$ cat src/design/assert_macros.svh
// Assertion helpers for the design files, included by cau_back.
`ifndef ASSERT_MACROS_SVH
`define ASSERT_MACROS_SVH

// The property must hold at every rising clock edge outside reset.
`define ASSERT_PROP(name, clk, rst_n, prop, msg) \
  name: assert property (@(posedge clk) disable iff (!rst_n) (prop)) else $error(msg);

// The condition must never be true at a rising clock edge outside reset.
`define ASSERT_NEVER(name, clk, rst_n, cond, msg) \
  name: assert property (@(posedge clk) disable iff (!rst_n) !(cond)) else $error(msg);

`endif

$ cat src/design/cau_pkg.sv
`timescale 1ns / 1ps

package cau_pkg;

  // Default number format: Q16.16 in a 32-bit word.
  localparam int unsigned FRAC_BITS_DEF = 16;
  localparam int unsigned WORD_BITS_DEF = 32;

  // Fixed widths of the request and result fields.
  localparam int unsigned FIELD_W  = 32;
  localparam int unsigned FUNC_W   = 3;
  localparam int unsigned STATUS_W = 2;

  // Depth of the queue between front and back end.
  localparam int unsigned QUEUE_DEPTH = 4;

  // Operation codes as they arrive on the func port.
  localparam logic [FUNC_W-1:0] FUNC_ADD = 3'd0;
  localparam logic [FUNC_W-1:0] FUNC_SUB = 3'd1;
  localparam logic [FUNC_W-1:0] FUNC_MUL = 3'd2;
  localparam logic [FUNC_W-1:0] FUNC_DIV = 3'd3;
  localparam logic [FUNC_W-1:0] FUNC_NEG = 3'd4;
  localparam logic [FUNC_W-1:0] FUNC_CMP = 3'd5;

  // Operation classes used by the back end.
  typedef enum logic [2:0] {
    OP_ADD,
    OP_SUB,
    OP_MUL,
    OP_DIV,
    OP_NEG,
    OP_CMP
  } op_e;

  typedef enum logic [STATUS_W-1:0] {
    ST_OK   = 2'd0,
    ST_SAT  = 2'd1,
    ST_DIVZ = 2'd2
  } status_e;

  // One classified request as it travels through the queue.
  typedef struct packed {
    op_e                op;
    logic               eq;
    logic [FIELD_W-1:0] a_re;
    logic [FIELD_W-1:0] a_im;
    logic [FIELD_W-1:0] b_re;
    logic [FIELD_W-1:0] b_im;
  } entry_t;

endpackage

$ cat src/design/cau_front.sv
`timescale 1ns / 1ps

module cau_front #(
  parameter int unsigned WORD_BITS = cau_pkg::WORD_BITS_DEF
) (
  input  logic                         start,
  input  logic                         full_i,
  input  logic [cau_pkg::FUNC_W-1:0]   func_i,
  input  logic [cau_pkg::FIELD_W-1:0]  a_re_i,
  input  logic [cau_pkg::FIELD_W-1:0]  a_im_i,
  input  logic [cau_pkg::FIELD_W-1:0]  b_re_i,
  input  logic [cau_pkg::FIELD_W-1:0]  b_im_i,
  output logic                         push_o,
  output cau_pkg::entry_t              entry_o
);

  logic signed [WORD_BITS-1:0] a_re_w;
  logic signed [WORD_BITS-1:0] a_im_w;
  logic signed [WORD_BITS-1:0] b_re_w;
  logic signed [WORD_BITS-1:0] b_im_w;
  cau_pkg::op_e                op;

  // A request is taken whenever the queue has room.
  assign push_o = start && !full_i;

  // Only the low word bits of each operand count, taken as signed.
  assign a_re_w = a_re_i[WORD_BITS-1:0];
  assign a_im_w = a_im_i[WORD_BITS-1:0];
  assign b_re_w = b_re_i[WORD_BITS-1:0];
  assign b_im_w = b_im_i[WORD_BITS-1:0];

  // Unused codes behave exactly like compare: zero result, ok status.
  always_comb begin
    case (func_i)
      cau_pkg::FUNC_ADD: op = cau_pkg::OP_ADD;
      cau_pkg::FUNC_SUB: op = cau_pkg::OP_SUB;
      cau_pkg::FUNC_MUL: op = cau_pkg::OP_MUL;
      cau_pkg::FUNC_DIV: op = cau_pkg::OP_DIV;
      cau_pkg::FUNC_NEG: op = cau_pkg::OP_NEG;
      default:           op = cau_pkg::OP_CMP;
    endcase
  end

  // Build the queue entry with sign-extended operands and the equal flag.
  always_comb begin
    entry_o.op   = op;
    entry_o.eq   = (a_re_w == b_re_w) && (a_im_w == b_im_w);
    entry_o.a_re = cau_pkg::FIELD_W'(a_re_w);
    entry_o.a_im = cau_pkg::FIELD_W'(a_im_w);
    entry_o.b_re = cau_pkg::FIELD_W'(b_re_w);
    entry_o.b_im = cau_pkg::FIELD_W'(b_im_w);
  end

endmodule

$ cat config.mk
export PLATFORM = sky130hd
export DESIGN_NAME = cau_front
export DESIGN_NICKNAME = d
export VERILOG_FILES = /design/src/design/assert_macros.svh /design/src/design/cau_pkg.sv /design/src/design/cau_front.sv
export SDC_FILE = /design/constraint.sdc
export NUM_CORES = 1
export LEC_CHECK = 0
export ABC_CLOCK_PERIOD_IN_PS = 1250
export BUFFER_PORTS_ARGS = -buffer_cell sky130_fd_sc_hd__buf_2
export CAP_MARGIN = 20
export CORE_AREA = 5 5 101 103
export DETAILED_ROUTE_END_ITERATION = 8
export DIE_AREA = 0 0 106 108
export PLACE_DENSITY_LB_ADDON = 0.08
export REMOVE_ABC_BUFFERS = 1
export SKIP_LAST_GASP = 1
export SYNTH_ARGS = -nofsm -noshare
export SYNTH_HDL_FRONTEND = slang
export SYNTH_SLANG_ARGS = --single-unit
$ cat constraint.sdc
create_clock -name vclk -period 1.25
set_clock_uncertainty 0.05 [all_clocks]
set_input_delay 0.125 -clock vclk [all_inputs]
set_output_delay 0.125 -clock vclk [all_outputs]
set_load 0.02 [all_outputs]
# After elaboration in Yosys (flattened, before gate mapping)

Cells that the tools add are included.

Register bits after elaboration: 0
Input bits: 133
Output and inout port bits: 133
Logic and storage cells: 11

Equality and inequality tests: 6
Multiplexer cells: 1
Reduce and logical (&&, ||, !) cells: 4

Operators with widths:

| operator                                                              | number |
|---|---|
| 32-bit equality test                                                  | 2 |
| 3-bit one-hot mux with 5 select lines                                 | 1 |
| 3-bit by 2-bit equality test with 1-bit output, second input constant | 2 |
| 3-bit by 1-bit equality test with 1-bit output, second input constant | 1 |
| 3-bit equality test, second input constant                            | 1 |
| 3-bit logical NOT                                                     | 1 |
| 1-bit logical AND                                                     | 2 |
| 1-bit logical NOT                                                     | 1 |

# Depth between registers and ports, before layout

Gate-level depths: netlist of run 1.

Word-level depth: 2
Mapped depth: 4
Depth with buffers taken out: 4

# Worst setup path before layout of run 1

No wires, ideal clock.

Kind: in2out
Start point: in b_re_i[10] (netlist bit)
End point: out entry_o[128] (netlist bit)
Arrival time: 1.179 ns
Required time: 1.075 ns
Slack: -0.104 ns
Stages: 4
Path buffers: 0
Cell sequence: xor2_1 > nor4_1 > nand4_1 > nor4_2

RTL lines:

| item            | line            | text |
|---|---|---|
| start, declared | cau_front.sv:11 | `input logic [cau_pkg::FIELD_W-1:0] b_re_i,` |
| end, declared   | cau_front.sv:14 | `output cau_pkg::entry_t entry_o` |

==> summary.txt, run 1 <==
Outcome
  • Status: finished, violations left
  • Failing checks: setup timing

Timing
  • Slew Limit Headroom: 77.59%
  • Actual slew at the worst max-slew pin: 0.3330 ns
  • Tcrit/Tclk final: 129.0%
  • Final min period: 1.613 ns
  • Slack of the critical path: -0.3631 ns
  • # setup viols final: 1
  • Final hold violation count: 0
  • Fmax: 619.9 MHz
  • Slew Limit Fails: 0
  • RSZ-0062 raised after global routing: yes

Die
  • Die Width: 106 um
  • Starting Density: 18.48%
  • Row count: 35
  • Total core area: 9109 um^2
  • IO Pins: 266
  • Die height: 108 um
  • Total die area: 11450 um^2

Pwr
  • Tot Pwr: 1.032 mW
  • Pwr/cell area: 438.2 nW/um^2
  • P_leak: 1.428 nW
  • Peak VDD IR: 0.0001536 V

Final layout
  • Commonest non-fill, non-tap cell in the layout: buf_2
  • Number of sequential cells: 0
  • Fin util: 25.85%
  • Ant diodes: 0
  • Final Instance Area: 2355 um^2
  • Most frequent cells in the layout: 262 x buf_2, 64 x xor2_1, 17 x buf_4
  • Fillcell total: 1016
  • Clock buffer count: 0
  • Nets: 505
  • Share of layout cells above drive strength 1: 77.57%
  • FF+latch area: 0 um^2
  • Area Growth Syn to Fin: 39.93%

Worst setup path
  • Critical path class: primary input to output port
  • CP peak stage delay: 0.31 ns
  • Most used cell, CP: buf_4
  • Worst-path cell chain: buf_6, xor2_1, nor4_1, buf_4, nand4_1, nor4_2, buf_4
  • CP Capture Type: output port
  • Required time of the critical path: 1.08 ns
  • Crit path launch type: primary input
  • Worst-path fanout max: 2
  • CP Data Arrival Time: 1.44 ns
  • CP max-delay cell: nor4_2
  • Crit path from: a_im_i[17]

Routing
  • WL/cell: 12.94 um
  • Final wirelength: 6222 um
  • Drt drc: 0
  • Via Count: 1754
  • Drt pass-1 iters: 2
  • Via/cell ratio: 3.647
  • ANT nets after route: 0
  • Starting DRT DRC Count: 37

Yosys
  • Syn Std Cell Area: 1683 um^2
  • Synth warn: 0
  • Synth area leaders: buf_4 57%, xor2_1 33%, nor4_1 5.9%
  • Mean Syn Cell Area: 7.755 um^2
  • Post-synth top area share: 57.10%
  • Distinct cells, synth: 8
  • Yosys top cell by area: buf_4
  • Part of the Yosys area used for sequential elements: 0%
  • Synth Instances: 217

Worst hold path
  • Hold path start: b_im_i[17]
  • HP Class: primary input to output port

GRT
  • Pin count of the biggest net entering global routing: 4
  • Initial antenna violation count: 0
  • First-pass GRT wire length: 8480 um
  • Gr usage total: 9.065%
  • GRT Residual Overflow: 0
  • Vias in the first global route: 1758

Placed design
  • Hpwl dp: 5972 um
  • Placed inst area: 2308 um^2
  • IO buf count: 266
  • Worst slack, placed: -0.4807 ns
  • RD Place Congestion: 0.7026

Clocking
  • CTS Hold Bufs: 0

Job
  • MaxCap Viol Count: 0
## Yosys cell counts
library cell and n:
a21o_1 1, nor4_1 16, buf_4 128, nor2b_1 2, xor2_1 64, nand4_1 4
clkbuf_1 1, nor4_2 1
## cell type report
| type | instances | area [um^2] | share of cell area (%) |
|---|---|---|---|
| Multi-Input combinational cell | 88 | 743.2 | 31.56 |
| Timing Repair Buffer | 282 | 1473 | 62.54 |
| Tap cell | 111 | 138.9 | 5.898 |
## logic make-up after synthesis
group | share of synthesized area, %
xor gates and xnor gates | 33.31
AOI/OAI and AO/OA | 0.4463
buffers and inverters | 57.32
and+or+nand+nor | 8.922
## worst paths after layout
check	end	slack (ns)	depth (start not counted)
min	entry_o[17]	0.42	2
max	entry_o[128]	-0.36	7
## repair_timing
item	4_1_cts	5_1_grt
setup buffers	0	0
resized for setup	6	2
pin swaps	5	0
endpoints found under the setup margin	1	1
## power by group
group          leakage, nW  internal (mW)  switching (mW)
combinational         1.43          0.432           0.600
clock                    0              0               0
sequential               0              0               0
total                 1.43          0.432           0.600
## through the flow
stage,hold WS [ns],TNS (ns),instances
floorplan,0.2000,-0.1037,88
detailed placement,0.4454,-0.4807,481
finish,0.4202,-0.3631,481
global route,0.4241,-0.4296,481
CTS,0.4232,-0.3988,481
global placement,0.4480,-0.4576,481
## per-layer routing
metal  global-route usage, %  share of wire (%)  vias to the layer above
met1                   8.000                 28                      738
met4                  0.3700               0.43                        0
met5                       0                  0                        -
met3                   1.433                 11                        2
met2                   21.45                 60                      135
li1                        -                  -                      879
## worst max-delay path, delay by kind of cell
kind | cells | cell delay [ns]
AND/OR/NAND/NOR | 3 | 0.72
XOR/XNOR | 1 | 0.14
buffers and inverters | 3 | 0.43
Note: power is estimated with default switching activity, not from simulation.
==> inputs of run 2 (changes only) <==
CORE_AREA = 2 2 104 106   (was 5 5 101 103)
==> summary.txt, run 2 (same netlist as run 1, synthesis figures left out) <==
Final layout
  • FF+latch area: 0 um^2 (unchanged)
  • Nets: 499 (was 505)
  • Ant diodes: 0 (unchanged)
  • Commonest non-fill, non-tap cell in the layout: buf_2 (unchanged)
  • Most frequent cells in the layout: 261 x buf_2, 62 x xor2_1, 11 x buf_4 (was 262 x buf_2, 64 x xor2_1, 17 x buf_4)
  • Fillcell total: 1186 (was 1016)
  • Clock buffer count: 0 (unchanged)
  • Area Growth Syn to Fin: 41.12% (was 39.93%)
  • Share of layout cells above drive strength 1: 78.30% (was 77.57%)
  • Final Instance Area: 2375 um^2 (was 2355 um^2)
  • Multi-input gate area: 770.7 um^2 (was 743.2 um^2)
  • Number of sequential cells: 0 (unchanged)

Timing
  • Fmax: 635.9 MHz (was 619.9 MHz)
  • Slew Limit Headroom: 79.42% (was 77.59%)
  • Tcrit/Tclk final: 125.8% (was 129.0%)
  • Slew Limit Fails: 0 (unchanged)
  • Actual slew at the worst max-slew pin: 0.3058 ns (was 0.3330 ns)
  • Slack of the critical path: -0.3226 ns (was -0.3631 ns)
  • Final hold violation count: 0 (unchanged)
  • # setup viols final: 1 (unchanged)
  • Hold Slack: 0.4164 ns (was 0.4202 ns)
  • Final setup TNS: -0.3226 ns (was -0.3631 ns)
  • RSZ-0062 raised after global routing: yes (unchanged)
  • Final min period: 1.573 ns (was 1.613 ns)

Job
  • MaxCap Viol Count: 0 (unchanged)

Placed design
  • RD Place Congestion: 0.6893 (was 0.7026)
  • Hpwl dp: 5376 um (was 5972 um)
  • IO buf count: 266 (unchanged)
  • Placed inst area: 2295 um^2 (was 2308 um^2)

Routing
  • WL/cell: 11.25 um (was 12.94 um)
  • Starting DRT DRC Count: 31 (was 37)
  • Via Count: 1754 (unchanged)
  • ANT nets after route: 0 (unchanged)
  • Final wirelength: 5627 um (was 6222 um)
  • Drt pass-1 iters: 2 (unchanged)
  • Via/cell ratio: 3.508 (was 3.647)
  • Drt drc: 0 (unchanged)

Clocking
  • Setup bufs post-CTS: 0 (unchanged)
  • CTS Hold Bufs: 0 (unchanged)

Worst setup path
  • CP Capture Type: output port (unchanged)
  • CP Data Arrival Time: 1.40 ns (was 1.44 ns)
  • Critical path class: primary input to output port (unchanged)
  • Required time of the critical path: 1.08 ns (about the same)
  • Worst-path fanout max: 2 (unchanged)
  • Crit path launch type: primary input (unchanged)

GRT
  • Pin count of the biggest net entering global routing: 4 (unchanged)
  • Gr usage total: 8.163% (was 9.065%)
  • First-pass GRT wire length: 7534 um (was 8480 um)
  • GRT Residual Overflow: 0 (unchanged)
  • Vias in the first global route: 1657 (was 1758)
  • Initial antenna violation count: 0 (unchanged)

Pwr
  • P_leak: 1.405 nW (was 1.428 nW)
  • Pwr/cell area: 432.1 nW/um^2 (was 438.2 nW/um^2)
  • Peak VDD IR: 0.0001192 V (was 0.0001536 V)

Die
  • Starting Density: 16.45% (was 18.48%)
  • Total core area: 10230 um^2 (was 9109 um^2)
  • Die Width: 106 um (unchanged)
  • Total die area: 11450 um^2 (unchanged)
  • IO Pins: 266 (unchanged)
  • Row count: 37 (was 35)
  • Die height: 108 um (unchanged)

Outcome
  • Status: finished, violations left (unchanged)
  • Failing checks: setup timing (unchanged)

Worst hold path
  • HP Class: primary input to output port (unchanged)
  • Worst Hold End: entry_o[118] (was entry_o[17])
  • Hold path start: a_re_i[22] (was b_im_i[17])
  • Hold path depth: 2 (unchanged)
-- run 2: cell count changes in the layout (fill, tap and decap cells not counted), sizes merged --
cell,change
buf,-6
-- run 2: worst max path at each step --
stage / startpoint / to / slack, ns / cells after the start
finish: b_im_i[9] / entry_o[128] / -0.32 / 7
global route: b_im_i[9] / entry_o[128] / -0.47 / 7
CTS: a_im_i[17] / entry_o[128] / -0.39 / 6
detailed placement: b_im_i[2] / entry_o[128] / -0.50 / 7
global placement: b_im_i[2] / entry_o[128] / -0.51 / 7
floorplan: b_re_i[10] / entry_o[128] / -0.10 / 4
-- run 2: stage by stage --
step | std cells | power [mW] | worst slack, ns | util, %
after floorplan | 88 | 0.1564 | -0.1037 | -
after global placement | 500 | 1.028 | -0.5066 | 22.43
after detailed placement | 500 | 1.010 | -0.5013 | 22.43
after CTS | 500 | 1.039 | -0.3884 | 23.09
after global routing | 500 | 1.106 | -0.4730 | 23.21
final | 500 | 1.026 | -0.3226 | 23.21
-- run 2: power breakdown --
part	internal [mW]	leakage, nW	switching (mW)	total (mW)
clock	0	0	0	0
combinational	0.426	1.40	0.600	1.03
sequential	0	0	0	0
-- run 2: worst max-delay path, stage by stage --
cell	delay (ns)
buf_2	0.11
xor2_1	0.15
nor4_1	0.27
buf_4	0.15
nand4_1	0.11
nor4_2	0.29
buf_4	0.19
-- run 2: final cells by class --
class | instances | share of cell area, %
multi-input cells | 88 | 32.46
well taps | 136 | 7.165
repair buffers | 276 | 60.38
-- run 2: layer usage --
| layer | share of wire, % | track usage, % | up-vias |
|---|---|---|---|
| li1 | - | - | 863 |
| met1 | 29 | 7.143 | 762 |
| met2 | 62 | 19.77 | 129 |
| met3 | 9.9 | 1.025 | 0 |
| met4 | 0 | 0 | 0 |
| met5 | 0 | 0 | - |
-- run 2: repair_timing --
item / in CTS / in global routing
setup endpoints to repair: 1 / 1
gates resized for setup: 11 / 2
pin swaps: 8 / 1
