<file path="config.mk">
export PLATFORM = sky130hd
export DESIGN_NAME = cau_queue
export DESIGN_NICKNAME = d
export VERILOG_FILES = /design/src/design/assert_macros.svh /design/src/design/cau_pkg.sv /design/src/design/cau_queue.sv
export SDC_FILE = /design/constraint.sdc
export NUM_CORES = 1
export LEC_CHECK = 0
export BUFFER_PORTS_ARGS = -buffer_cell sky130_fd_sc_hd__buf_2
export CORE_UTILIZATION = 57
export CTS_CLUSTER_DIAMETER = 100
export CTS_CLUSTER_SIZE = 16
export DETAILED_ROUTE_END_ITERATION = 8
export HOLD_SLACK_MARGIN = 0.15
export PLACE_DENSITY = 0.9
export SYNTH_ARGS = -nofsm -noshare
export SYNTH_HDL_FRONTEND = slang
export SYNTH_SLANG_ARGS = --single-unit
</file>
<file path="constraint.sdc">
create_clock -name clk_i -period 4.7 [get_ports clk_i]
set_clock_uncertainty 0.05 [all_clocks]
set_input_delay 0.705 -clock clk_i [delete_from_list [all_inputs] [get_ports clk_i]]
set_output_delay 0.705 -clock clk_i [all_outputs]
set_load 0.01 [all_outputs]
</file>
<file path="src/design/assert_macros.svh">
// Assertion helpers for the design files, included by cau_back.
`ifndef ASSERT_MACROS_SVH
`define ASSERT_MACROS_SVH

// The property must hold at every rising clock edge outside reset.
`define ASSERT_PROP(name, clk, rst_n, prop, msg) \
  name: assert property (@(posedge clk) disable iff (!rst_n) (prop)) else $error(msg);

// The condition must never be true at a rising clock edge outside reset.
`define ASSERT_NEVER(name, clk, rst_n, cond, msg) \
  name: assert property (@(posedge clk) disable iff (!rst_n) !(cond)) else $error(msg);

`endif

</file>
<file path="src/design/cau_pkg.sv">
`timescale 1ns / 1ps

package cau_pkg;

  // Default number format: Q16.16 in a 32-bit word.
  localparam int unsigned FRAC_BITS_DEF = 16;
  localparam int unsigned WORD_BITS_DEF = 32;

  // Fixed widths of the request and result fields.
  localparam int unsigned FIELD_W  = 32;
  localparam int unsigned FUNC_W   = 3;
  localparam int unsigned STATUS_W = 2;

  // Depth of the queue between front and back end.
  localparam int unsigned QUEUE_DEPTH = 4;

  // Operation codes as they arrive on the func port.
  localparam logic [FUNC_W-1:0] FUNC_ADD = 3'd0;
  localparam logic [FUNC_W-1:0] FUNC_SUB = 3'd1;
  localparam logic [FUNC_W-1:0] FUNC_MUL = 3'd2;
  localparam logic [FUNC_W-1:0] FUNC_DIV = 3'd3;
  localparam logic [FUNC_W-1:0] FUNC_NEG = 3'd4;
  localparam logic [FUNC_W-1:0] FUNC_CMP = 3'd5;

  // Operation classes used by the back end.
  typedef enum logic [2:0] {
    OP_ADD,
    OP_SUB,
    OP_MUL,
    OP_DIV,
    OP_NEG,
    OP_CMP
  } op_e;

  typedef enum logic [STATUS_W-1:0] {
    ST_OK   = 2'd0,
    ST_SAT  = 2'd1,
    ST_DIVZ = 2'd2
  } status_e;

  // One classified request as it travels through the queue.
  typedef struct packed {
    op_e                op;
    logic               eq;
    logic [FIELD_W-1:0] a_re;
    logic [FIELD_W-1:0] a_im;
    logic [FIELD_W-1:0] b_re;
    logic [FIELD_W-1:0] b_im;
  } entry_t;

endpackage

</file>
<file path="src/design/cau_queue.sv">
`timescale 1ns / 1ps

module cau_queue (
  input  logic            clk_i,
  input  logic            rst_ni,
  input  logic            push_i,
  input  cau_pkg::entry_t wdata_i,
  input  logic            pop_i,
  output cau_pkg::entry_t rdata_o,
  output logic            empty_o,
  output logic            full_o
);

  localparam int unsigned DEPTH = cau_pkg::QUEUE_DEPTH;
  localparam int unsigned PTR_W = (DEPTH > 1) ? $clog2(DEPTH) : 1;
  localparam int unsigned CNT_W = $clog2(DEPTH + 1);

  cau_pkg::entry_t  fifo_q [DEPTH];
  logic [PTR_W-1:0] wr_ptr_q, wr_ptr_d;
  logic [PTR_W-1:0] rd_ptr_q, rd_ptr_d;
  logic [CNT_W-1:0] count_q, count_d;

  assign empty_o = (count_q == '0);
  assign full_o  = (count_q == CNT_W'(DEPTH));
  assign rdata_o = fifo_q[rd_ptr_q];

  // Pointer and fill count update.
  always_comb begin
    wr_ptr_d = wr_ptr_q;
    rd_ptr_d = rd_ptr_q;
    count_d  = count_q;
    if (push_i) begin
      wr_ptr_d = (wr_ptr_q == PTR_W'(DEPTH - 1)) ? '0 : wr_ptr_q + 1'b1;
    end
    if (pop_i) begin
      rd_ptr_d = (rd_ptr_q == PTR_W'(DEPTH - 1)) ? '0 : rd_ptr_q + 1'b1;
    end
    if (push_i && !pop_i) begin
      count_d = count_q + 1'b1;
    end else if (!push_i && pop_i) begin
      count_d = count_q - 1'b1;
    end
  end

  always_ff @(posedge clk_i or negedge rst_ni) begin
    if (!rst_ni) begin
      wr_ptr_q <= '0;
      rd_ptr_q <= '0;
      count_q  <= '0;
    end else begin
      wr_ptr_q <= wr_ptr_d;
      rd_ptr_q <= rd_ptr_d;
      count_q  <= count_d;
    end
  end

  // Entry storage.
  always_ff @(posedge clk_i) begin
    if (push_i) begin
      fifo_q[wr_ptr_q] <= wdata_i;
    end
  end

endmodule

</file>
* Word level (Yosys, flattened, before mapping) *
Memory sizes are Yosys's and may differ from the RTL's.
Cells that the tools add are included.

word-level totals
  flip-flop bits (word level) = 7
  RAM bits = 528
  input bits = 136
  memories = 1

operators by class
  add/subtract/negate cells = 4
  eq/ne operators = 3
  multiplexer cells = 6
  reductions and logical operators = 6

memory list
  name    words  width  rd ports  clocked after Yosys merged registers in  write ports  RTL line         text
  fifo_q  4      132    1         0                                        1            cau_queue.sv:18  cau_pkg::entry_t fifo_q [DEPTH];

operators with widths
  operator             count
  $mux 3               2
  $add 2x1->2 const B  2
  $eq 2x2->1 const B   2
  $mux 2               2
  $add 3x1->3 const B  1
  $eq 3x3->1 const B   1
  $logic_not 3->1      1
  $sub 3x1->3 const B  1
  $logic_and 1x1->1    2
  $logic_not 1->1      2
  $mux 1               2
  $reduce_bool 2->1    1

* Longest topological paths before layout *
Gate-level depths: netlist of run 1.

  word-level depth = 4
  mapped depth = 7
  mapped depth without buffers = 7

* Worst setup path before layout of run 1 *
OpenSTA, ideal clock, no wires.

  kind = input port to flip-flop
  from = input port push_i
  to = memory fifo_q[2][0] (netlist bit) (enable)
  data arrival time = 3.727 ns
  path slack = 0.417 ns
  stages on the path = 1
  cells stage by stage = and2_1

on the way
  word-level cells in the longest chain between the ends = 2

RTL lines
  what                          RTL line         text
  from (decl)                   cau_queue.sv:6   input logic push_i,
  $mux 1                        cau_queue.sv:59  if (push_i) begin
  $mux 1 (implied by the code)  cau_queue.sv:60  fifo_q[wr_ptr_q] <= wdata_i;
  to (decl)                     cau_queue.sv:18

Every way passes these cells.

==> results of run 1 <==
## registers in the layout (all words and copies together) (netlist names)
name and count:
wr_ptr_q 2, fifo_q 528, rd_ptr_q 2, count_q 3
## cell usage in the layout (no fill, tap or decap)
cell | netlist | final
and2_4 | 0 | 4
buf_12 | 0 | 7
buf_2 | 16 | 269
buf_4 | 1 | 9
clkbuf_1 | 5 | 15
clkbuf_16 | 0 | 40
clkinv_8 | 0 | 1
dfrtp_1 | 7 | 5
dfrtp_4 | 0 | 2
diode_2 | 0 | 6
dlygate4sd3_1 | 0 | 1
edfxtp_1 | 528 | 528
fa_1 | 1 | 1
ha_1 | 6 | 6
inv_1 | 4 | 4
inv_6 | 0 | 1
inv_8 | 0 | 1
mux2_2 | 3 | 3
mux4_2 | 132 | 132
nand2_1 | 2 | 2
nor2_1 | 3 | 3
nor3_1 | 1 | 1
nor3b_1 | 1 | 1
o21ai_0 | 2 | 2
xnor2_1 | 1 | 1
xor2_1 | 2 | 2
## worst max-delay path: cells and delay by family, from the launching register on
family / cells / cell delay [ns]
buf+inv: 2 / 0.57
flops: 1 / 0.99
mux: 1 / 0.57
## kinds of logic after synthesis
logic type,synth area share [%]
buffers and inverters,1.09
DFF,82.5
muxes,15.5
xor gates and xnor gates,0.135
AOI/OAI and AO/OA,0.0515
adders and majority gates,0.489
and+or+nand+nor,0.290
## per-layer routing
metal	GRT usage (%)	share of wire, %
met3	5.79	8.3
met4	6.24	2.3
met5	0	0.19
met2	35.9	51
met1	27.7	38
## how the worst max path moves through the flow
stage                start            to  slack [ns]  depth (start not counted)
2_1_floorplan       push_i  fifo_q[2][0]        0.42                          1
3_3_place_gp   rd_ptr_q[0]   rdata_o[98]        1.77                          3
3_5_place_dp   rd_ptr_q[0]   rdata_o[73]        1.74                          3
4_1_cts        rd_ptr_q[0]   rdata_o[73]        1.17                          3
5_1_grt        rd_ptr_q[0]   rdata_o[73]        1.06                          3
6_report       rd_ptr_q[0]   rdata_o[73]        1.27                          3
## final cells by class
| type | count | area, um2 |
|---|---|---|
| flip-flops and latches | 535 | 16000 |
| fillers | 2080 | 11000 |
| multi-input cells | 158 | 3200 |
| repair buffers | 286 | 1560 |
| clock buffers | 55 | 1060 |
| well taps | 448 | 561 |
| clock inverters | 3 | 36.3 |
| inverters | 4 | 15.0 |
| diodes | 6 | 15.0 |
## metrics by stage
step | hold slack, ns | cell area, um2 | util (%) | worst slack, ns
after detailed placement | 0.430 | 21400 | 63.7 | 1.74
after global routing | 0.296 | 22500 | 67.0 | 1.06
final | 0.312 | 22500 | 67.1 | 1.27
after global placement | 0.419 | 21400 | 63.7 | 1.77
after CTS | 0.282 | 22500 | 67.0 | 1.17
after floorplan | 0.359 | 19400 | - | 0.417
## where the power goes
group          internal (uW)  leakage, uW  switching, uW
combinational           1820      0.00213           1990
sequential              6110      0.00493            367
clock                   1570     0.000528           1480
==> flow_metrics.py, run 1 <==
metrics = {
    "sta": {
        "max_freq_mhz": 292,
        "setup_viol": 0,
        "rsz0062_at_grt": "no",
        "finalHoldViolCount": 0,
        "tns_ns": 0,
        "period_share_pct": 73.0,
        "slew_violations": 0,
        "tightest_slew_ns": 0.927,
        "relSlewSlack_pct": 38.2,
        "period_minus_slack_ns": 3.43,
    },
    "floorplan": {
        "pin_count": 270,
        "dieHeight_um": 187,
        "core_region_area_um2": 33500,
        "initial_utilization_pct": 58.0,
        "row_count": 67,
        "die_x_um": 187,
        "dieArea_um2": 34800,
    },
    "synth": {
        "yosys_warnings": 0,
        "synth_area_um2": 19400,
        "seq_area_frac_synth_pct": 82.5,
        "yosys.cell_types.count": 19,
        "syn-num-nets": 870,
        "synth_enable_flop_cells": 528,
        "synthTopCellsByArea": "edfxtp_1 (82%), mux4_2 (15%), dfrtp_1 (0.90%), buf_6 (0.46%), buf_2 (0.41%)",
        "synth_top_area_share_pct": 81.6,
        "avgSynthCellArea_um2": 26.7,
        "yosys-top-cells-count": "edfxtp_1 (528), mux4_2 (132), buf_2 (16)",
        "async_flop_share_pct": 1.31,
        "yosysMostFrequentCell": "edfxtp_1",
        "synth_cells": 727,
        "yosysTopAreaCell": "edfxtp_1",
        "synth_seq_cells": 535,
        "synth_ff_type": "edfxtp_1",
    },
    "detailed_routing": {
        "post_drt_wl_per_cell_um": 24.5,
        "drt_iter0_markers": 623,
        "via_count": 8666,
        "postRouteAntennaNets": 0,
        "drc": 0,
        "routed_via_density": 5.80,
        "routed_wl_mm": 36.6,
        "detail_route.first_pass.iterations": 4,
    },
    "job": {
        "cap_viol_max_count": 0,
    },
    "min_path": {
        "hold_path.startpoint": "wdata_i[33]",
        "whs_endpoint": "fifo_q[0][33]",
        "holdPathStages": 1,
        "hp-class": "in -> reg",
    },
    "final_layout": {
        "drive_above_1_share_pct": 45.1,
        "final-instance-count-excl-fill": 1495,
        "fin_nets": 1167,
        "areaGrowthSynthToFinish_pct": 15.7,
    },
    "global_route": {
        "antenna_found_initial": 10,
        "grt_pass1_wl_mm": 55.4,
        "grt_max_degree": 77,
        "grt_pass1_vias": 9317,
        "overflow": 0,
        "track_usage_pct": 21.4,
    },
    "clocking": {
        "clk_pin_slew_ns": 0.07,
        "cts_resized": 0,
        "clkLatencyLatePin_ns": 0.55,
        "hold_buffers": 1,
        "cts_made_buffers": 39,
        "cts_root_buffer": "clkbuf_16",
        "cts_max_level": 2,
        "post_cts_buffers": 0,
        "cts-root-to-sink-buffers": 3,
        "clock_sinks": 535,
        "cts_tree": "done",
    },
    "power": {
        "leakagePower_uw": 0.00758,
        "vdd_drop_max_mv": 0.549,
        "finalPower_uw": 13300,
        "power_density_nw_per_um2": 593,
    },
    "setup_path": {
        "path_max_fanout": 42,
        "reg2reg_depth": 4,
        "rr_endpoint": "fifo_q[2][122]",
        "path_class": "reg -> out",
        "reg2reg_from": "wr_ptr_q[0]",
        "cpMaxStageDelayCell": "dfrtp_4",
        "r2r_slack_ns": 2.36,
        "cp-start-kind": "flop",
        "endpoint_kind": "primary output",
        "required_ns": 3.94,
        "max_stage_delay_ns": 0.99,
        "arrival_ns": 2.68,
        "worstPathCellList": "buf_4 > mux4_2 > buf_2",
    },
    "placed_design": {
        "placed_cells": 1430,
        "io_buffers": 269,
        "place.gp.congestion": 0.709,
        "dp.final_hpwl_mm": 22.3,
    },
    "outcome": {
        "status": "finished clean",
    },
}
Power figures use the tool's default switching activity.
==> inputs of run 2 (changes only) <==
Settings changed: ABC_AREA set to 1, CORE_UTILIZATION 57 to 52, PLACE_DENSITY 0.9 to 0.87.
Clock period 4.7 ns to 2.85 ns, I/O delays scaled along.
==> run 2 against run 1 <==
Net effect:
- via count up 55%
- setup slack worse by 1.1 ns
- largest power group unchanged
- critical path depth up 2
- sequential power up 60%
- die area up 21%
==> flow_metrics.py, run 2 <==
metrics = {
    "placed_design": {
        "post-place-ws_ns": 0.622,
        "placed_cells": 2328,
        "place.gp.congestion": 0.774,
        "dp.final_hpwl_mm": 24.6,
        "io_buffers": 269,
    },
    "global_route": {
        "antenna_found_initial": 1,
        "grt_pass1_vias": 13700,
        "use_met2_pct": 38.6,
        "busiest_layer": "met2",
        "grt_use_met3_pct": 3.80,
        "track_usage_pct": 21.6,
        "use_met1_pct": 24.6,
        "overflow": 0,
        "grt_max_degree": 144,
        "grt_pass1_wl_mm": 69.7,
    },
    "final_layout": {
        "fillers": 2775,
        "mostFrequentLayoutCells": "edfxtp_1 (528), nand2_1 (408), inv_1 (270)",
        "areaGrowthSynthToFinish_pct": 19.1,
        "drive_above_1_share_pct": 17.7,
        "reg_top3": "fifo_q (528), count_q (3)",
        "largest_register_ffs": 528,
        "top_register": "fifo_q",
        "layout_commonest_cell": "edfxtp_1",
        "fin_nets": 2117,
        "final-instance-count-excl-fill": 2515,
    },
    "floorplan": {
        "pin_count": 270,
        "row_count": 74,
        "die_x_um": 206,
        "core_region_area_um2": 40800,
        "dieArea_um2": 42200,
        "initial_utilization_pct": 52.7,
        "dieHeight_um": 206,
    },
    "power": {
        "leakagePower_uw": 0.0103,
        "vdd_drop_max_mv": 0.781,
        "power_density_nw_per_um2": 912,
        "finalPower_uw": 23400,
    },
    "sta": {
        "max_freq_mhz": 372,
        "hold_slack_ns": 0.186,
        "period_share_pct": 94.2,
        "relSlewSlack_pct": 47.5,
        "period_minus_slack_ns": 2.69,
        "setup_viol": 0,
        "finalHoldViolCount": 0,
        "rsz0062_at_grt": "no",
        "layout_setup_ws_ns": 0.164,
        "tightest_slew_ns": 0.788,
        "slew_violations": 0,
    },
    "detailed_routing": {
        "via_count": 13500,
        "routed_via_density": 5.35,
        "detail_route.first_pass.iterations": 6,
        "drc": 0,
        "routed_wl_mm": 46.5,
        "post_drt_wl_per_cell_um": 18.5,
        "postRouteAntennaNets": 0,
        "drt_iter0_markers": 858,
    },
    "synth": {
        "synth_top_area_share_pct": 73.6,
        "synth-simple-area-share_pct": 7.30,
        "muxShareOfSynthArea_pct": 0,
        "synth_area_um2": 21500,
        "yosys-top-cells-count": "edfxtp_1 (528), nand2_1 (412), inv_1 (275)",
        "synth_seq_cells": 535,
        "avgSynthCellArea_um2": 13.5,
        "synth_enable_flop_cells": 528,
        "synth_compound_area_share_pct": 9.30,
        "synthAdderAreaFrac_pct": 0.442,
        "synth_top_family_by_area": "compound AO/OA/AOI/OAI gates",
        "syn-num-nets": 1735,
        "seq_area_frac_synth_pct": 74.4,
        "synthXorXnorAreaFrac_pct": 0.0407,
        "yosys.cell_types.count": 20,
        "synth_cells": 1592,
        "synthTopCellsByArea": "edfxtp_1 (74%), o211ai_1 (9.2%), nand2_1 (7.2%), inv_1 (4.8%), buf_6 (2.7%)",
        "async_flop_share_pct": 1.31,
        "synth_ff_type": "edfxtp_1",
        "yosys_warnings": 0,
        "yosysMostFrequentCell": "edfxtp_1",
        "yosysTopAreaCell": "edfxtp_1",
    },
    "clocking": {
        "clkLatencyLatePin_ns": 0.55,
        "cts_root_buffer": "clkbuf_16",
        "clock_sinks": 535,
        "cts_max_level": 2,
        "cts-root-to-sink-buffers": 3,
        "cts_tree": "done",
        "cts_made_buffers": 39,
        "clk_pin_slew_ns": 0.07,
    },
    "setup_path": {
        "path_max_fanout": 72,
        "rr_endpoint": "fifo_q[0][40]",
        "endpoint_kind": "primary output",
        "required_ns": 2.37,
        "arrival_ns": 2.21,
        "reg2reg_depth": 5,
        "r2r_slack_ns": 1.05,
        "crit_start": "rd_ptr_q[0]",
        "cp-start-kind": "flop",
        "reg2reg_from": "wr_ptr_q[1]",
        "path_class": "reg -> out",
    },
    "min_path": {
        "hold_path.startpoint": "push_i",
        "whs_endpoint": "wr_ptr_q[1]",
        "hp-class": "in -> reg",
        "holdPathStages": 3,
    },
    "job": {
        "cap_viol_max_count": 0,
    },
    "outcome": {
        "status": "finished clean",
    },
}
run 2: cell count changes in the layout (fill, tap and decap cells not counted), sizes merged, moves of 3 or more:
| cell | before | now |
|---|---|---|
| mux2 | 3 | 0 |
| clkbuf | 55 | 48 |
| o211ai | 0 | 264 |
| and2 | 4 | 0 |
| diode | 6 | 1 |
| nand2 | 2 | 412 |
| dlygate4sd3 | 1 | 136 |
| mux4 | 132 | 0 |
| inv | 6 | 274 |
| clkinvlp | 0 | 4 |
| buf | 285 | 291 |
run 2: worst max-delay path, cell delays in order, from the launching register on:
cell	delay, ns
dfrtp_2	0.58
clkinv_16	0.27
buf_12	0.27
o211ai_1	0.24
nand2_1	0.09
buf_2	0.14
run 2: worst max path at each step:
stage / endpoint / cells past startpoint
finish: rdata_o[65] / 5
global route: rdata_o[68] / 5
CTS: rdata_o[1] / 6
detailed placement: rdata_o[1] / 6
global placement: rdata_o[4] / 6
floorplan: fifo_q[0][0] / 4
run 2: kinds of logic after synthesis:
logic type / Yosys count
flops: 535
compound gates: 268
xor+xnor: 1
buf+inv: 364
fa+ha+maj: 7
simple gates: 417
run 2: metal layers:
metal / vias up / share of wire (%)
met3: 122 / 6.2
met5: - / 0
li1: 6306 / -
met2: 515 / 52
met1: 6523 / 38
met4: 0 / 4.0
run 2: layout make-up:
cell class                 count  area, um2  share of cell area (%)
antenna                        1       2.50                 0.00975
multi-input combinational    693       3690                    14.4
timing repair buffer         427       3100                    12.1
clock buffer                  48       1050                    4.10
timing repair inverter         1       11.3                  0.0439
inverter                     277       1080                    4.22
sequential                   535      16000                    62.5
clock inverter                 1       11.3                  0.0439
tap                          532        666                    2.59
run 2: power by group:
| group | switching, uW | internal [uW] |
|---|---|---|
| combinational | 5260 | 2690 |
| clock | 2440 | 2590 |
| sequential | 358 | 10100 |
run 2: what timing repair did:
item                                    CTS  global route
hold endpoints to repair                537             0
buffers inserted                          0             0
endpoints found under the setup margin    0            78
gates resized for setup                   0             2
hold buffers                            136             0
run 2: stage by stage:
| step | cell area [um2] | utilization (%) | TNS [ns] |
|---|---|---|---|
| detailed placement | 23200 | 56.8 | 0 |
| floorplan | 21600 | - | -108.69 |
| finish | 25700 | 62.8 | 0 |
| CTS | 25600 | 62.8 | 0 |
| global route | 25700 | 62.8 | 0 |
| global placement | 23200 | 56.8 | 0 |
==> inputs of run 3 (changes only) <==
Settings changed: REMOVE_ABC_BUFFERS set to 1.
==> run 3 against run 2 <==
Net effect:
- final cell count increased by 1.3%
- setup slack worse by 0.026 ns
- via count rose by 2.7%
- design area is 0.74% higher
- clock power increased by 2%
- register-to-register slack lost 0.18 ns
- global-route usage rose by 1.2 points
- sequential cell count stayed put
- worst hold slack better by 0.018 ns
- core utilization up 0.46 points
- non-clock buffer count grew 23
- critical path type unchanged
- critical endpoint is now rdata_o[43]
- largest power group unchanged
==> flow_metrics.py, run 3 (synthesized netlist as in run 2, its figures left out) <==
metrics = {
    "clocking": {
        "clkLatencyLatePin_ns": 0.56,
        "cts_made_buffers": 39,
        "cts_tree": "done",
        "clock_sinks": 535,
        "cts-root-to-sink-buffers": 3,
        "clk_pin_slew_ns": 0.08,
        "cts_root_buffer": "clkbuf_16",
        "cts_max_level": 2,
        "post_cts_buffers": 0,
    },
    "sta": {
        "max_freq_mhz": 369,
        "tns_ns": 0,
        "tightest_slew_ns": 0.703,
        "relSlewSlack_pct": 53.1,
        "setup_viol": 0,
        "period_share_pct": 95.1,
        "hold_slack_ns": 0.204,
        "finalHoldViolCount": 0,
        "rsz0062_at_grt": "no",
        "period_minus_slack_ns": 2.71,
        "slew_violations": 0,
        "layout_setup_ws_ns": 0.138,
    },
    "global_route": {
        "track_usage_pct": 22.8,
        "antenna_found_initial": 3,
        "grt_pass1_vias": 13900,
        "grt_max_degree": 85,
        "grt_pass1_wl_mm": 73.3,
        "overflow": 0,
    },
    "setup_path": {
        "worst-path-buf-inv": 3,
        "reg2reg_from": "wr_ptr_q[0]",
        "required_ns": 2.37,
        "cpMaxStageDelayCell": "dfrtp_4",
        "max_stage_delay_ns": 0.61,
        "r2r_slack_ns": 0.87,
        "reg2reg_depth": 5,
        "path_max_fanout": 53,
        "path_class": "reg -> out",
        "worstPathCellList": "inv_4 > buf_12 > o211ai_1 > nand2_1 > buf_2",
        "crit_family": "buffers and inverters",
        "arrival_ns": 2.23,
        "rr_endpoint": "fifo_q[0][28]",
        "cp-start-kind": "flop",
        "endpoint_kind": "primary output",
    },
    "detailed_routing": {
        "routed_via_density": 5.43,
        "postRouteAntennaNets": 0,
        "post_drt_wl_per_cell_um": 19.0,
        "drt_iter0_markers": 1091,
        "detail_route.first_pass.iterations": 7,
        "routed_wl_mm": 48.5,
        "drc": 0,
        "via_count": 13800,
    },
    "final_layout": {
        "largest_register_ffs": 528,
        "top_register": "fifo_q",
        "reg_top3": "fifo_q (528), count_q (3)",
        "areaGrowthSynthToFinish_pct": 20.0,
        "layout_commonest_cell": "edfxtp_1",
        "mostFrequentLayoutCells": "edfxtp_1 (528), nand2_1 (412), inv_1 (271)",
        "postLayoutCoreUtil_pct": 63.3,
        "drive_above_1_share_pct": 18.2,
        "fin_nets": 2140,
    },
    "floorplan": {
        "dieArea_um2": 42200,
        "row_count": 74,
        "dieHeight_um": 206,
        "pin_count": 270,
        "core_region_area_um2": 40800,
        "initial_utilization_pct": 52.7,
        "die_x_um": 206,
    },
    "placed_design": {
        "place.gp.congestion": 0.774,
        "post-place-ws_ns": 0.621,
        "dp.final_hpwl_mm": 26.9,
        "io_buffers": 269,
    },
    "power": {
        "vdd_drop_max_mv": 0.784,
        "p_sw_uw": 8250,
        "leakagePower_uw": 0.0104,
        "power_density_nw_per_um2": 919,
        "p_comb_share_pct": 34.3,
        "swShare_pct": 34.8,
        "finalPower_uw": 23700,
        "power_frac_clock_pct": 21.6,
        "internal-power_uw": 15500,
        "pwr-share-seq_pct": 44.1,
    },
    "min_path": {
        "hp-class": "in -> async",
    },
    "job": {
        "cap_viol_max_count": 0,
    },
    "outcome": {
        "status": "finished clean",
    },
}
run 3: worst register-to-register path, cell delays in order (launching register included):
cell,delay (ns)
dfrtp_1,0.42
inv_1,0.11
ha_1,0.15
nand2_1,0.10
inv_6,0.46
buf_12,0.34
run 3: layout make-up:
class	instances	area (um2)
antenna	3	7.51
timing repair inverter	1	8.76
inverter	277	1080
clock buffer	55	1080
clock inverter	1	11.3
fill	2776	15000
tap	532	666
sequential	535	16000
timing repair buffer	450	3280
multi-input combinational	693	3680
run 3: repair_timing:
| item | in CTS | in global routing |
|---|---|---|
| endpoints found under the setup margin | 1 | 0 |
| endpoints found under the hold margin | 539 | 0 |
| hold buffers | 135 | 0 |
| gates resized for setup | 1 | 0 |
run 3: how the worst max path moves through the flow:
stage / from / to / slack, ns / cells after the start
after global placement: rd_ptr_q[0] / rdata_o[35] / 0.70 / 6
after floorplan: rd_ptr_q[1] / rdata_o[0] / -1.89 / 3
after CTS: rd_ptr_q[0] / rdata_o[60] / 0.12 / 6
final: rd_ptr_q[1] / rdata_o[43] / 0.14 / 5
after detailed placement: rd_ptr_q[0] / rdata_o[60] / 0.62 / 6
after global routing: rd_ptr_q[0] / rdata_o[60] / 0.04 / 6
run 3: metal layers:
| layer | wire length [um] | GRT usage (%) | up-vias | part of all wire (%) |
|---|---|---|---|---|
| met2 | 25000 | 40.2 | 654 | 52 |
| li1 | - | - | 6366 | - |
| met5 | 17 | 0 | - | 0.035 |
| met3 | 3730 | 4.32 | 127 | 7.7 |
| met1 | 17900 | 26.8 | 6676 | 37 |
| met4 | 1800 | 10.9 | 2 | 3.7 |
run 3: power by group through the flow:
stage / clock (uW) / sequential, uW / combinational, uW
global placement: 0 / 10500 / 7550
detailed placement: 0 / 10600 / 7820
finish: 5130 / 10500 / 8150
CTS: 5180 / 10500 / 8070
floorplan: 0 / 10800 / 4370
global route: 5470 / 10600 / 8880
run 3: stage by stage:
stage	std cells	instance area (um2)
final	2547	25800
after global routing	2546	25800
after CTS	2544	25800
after detailed placement	2352	23400
after global placement	2352	23400
after floorplan	1505	20700
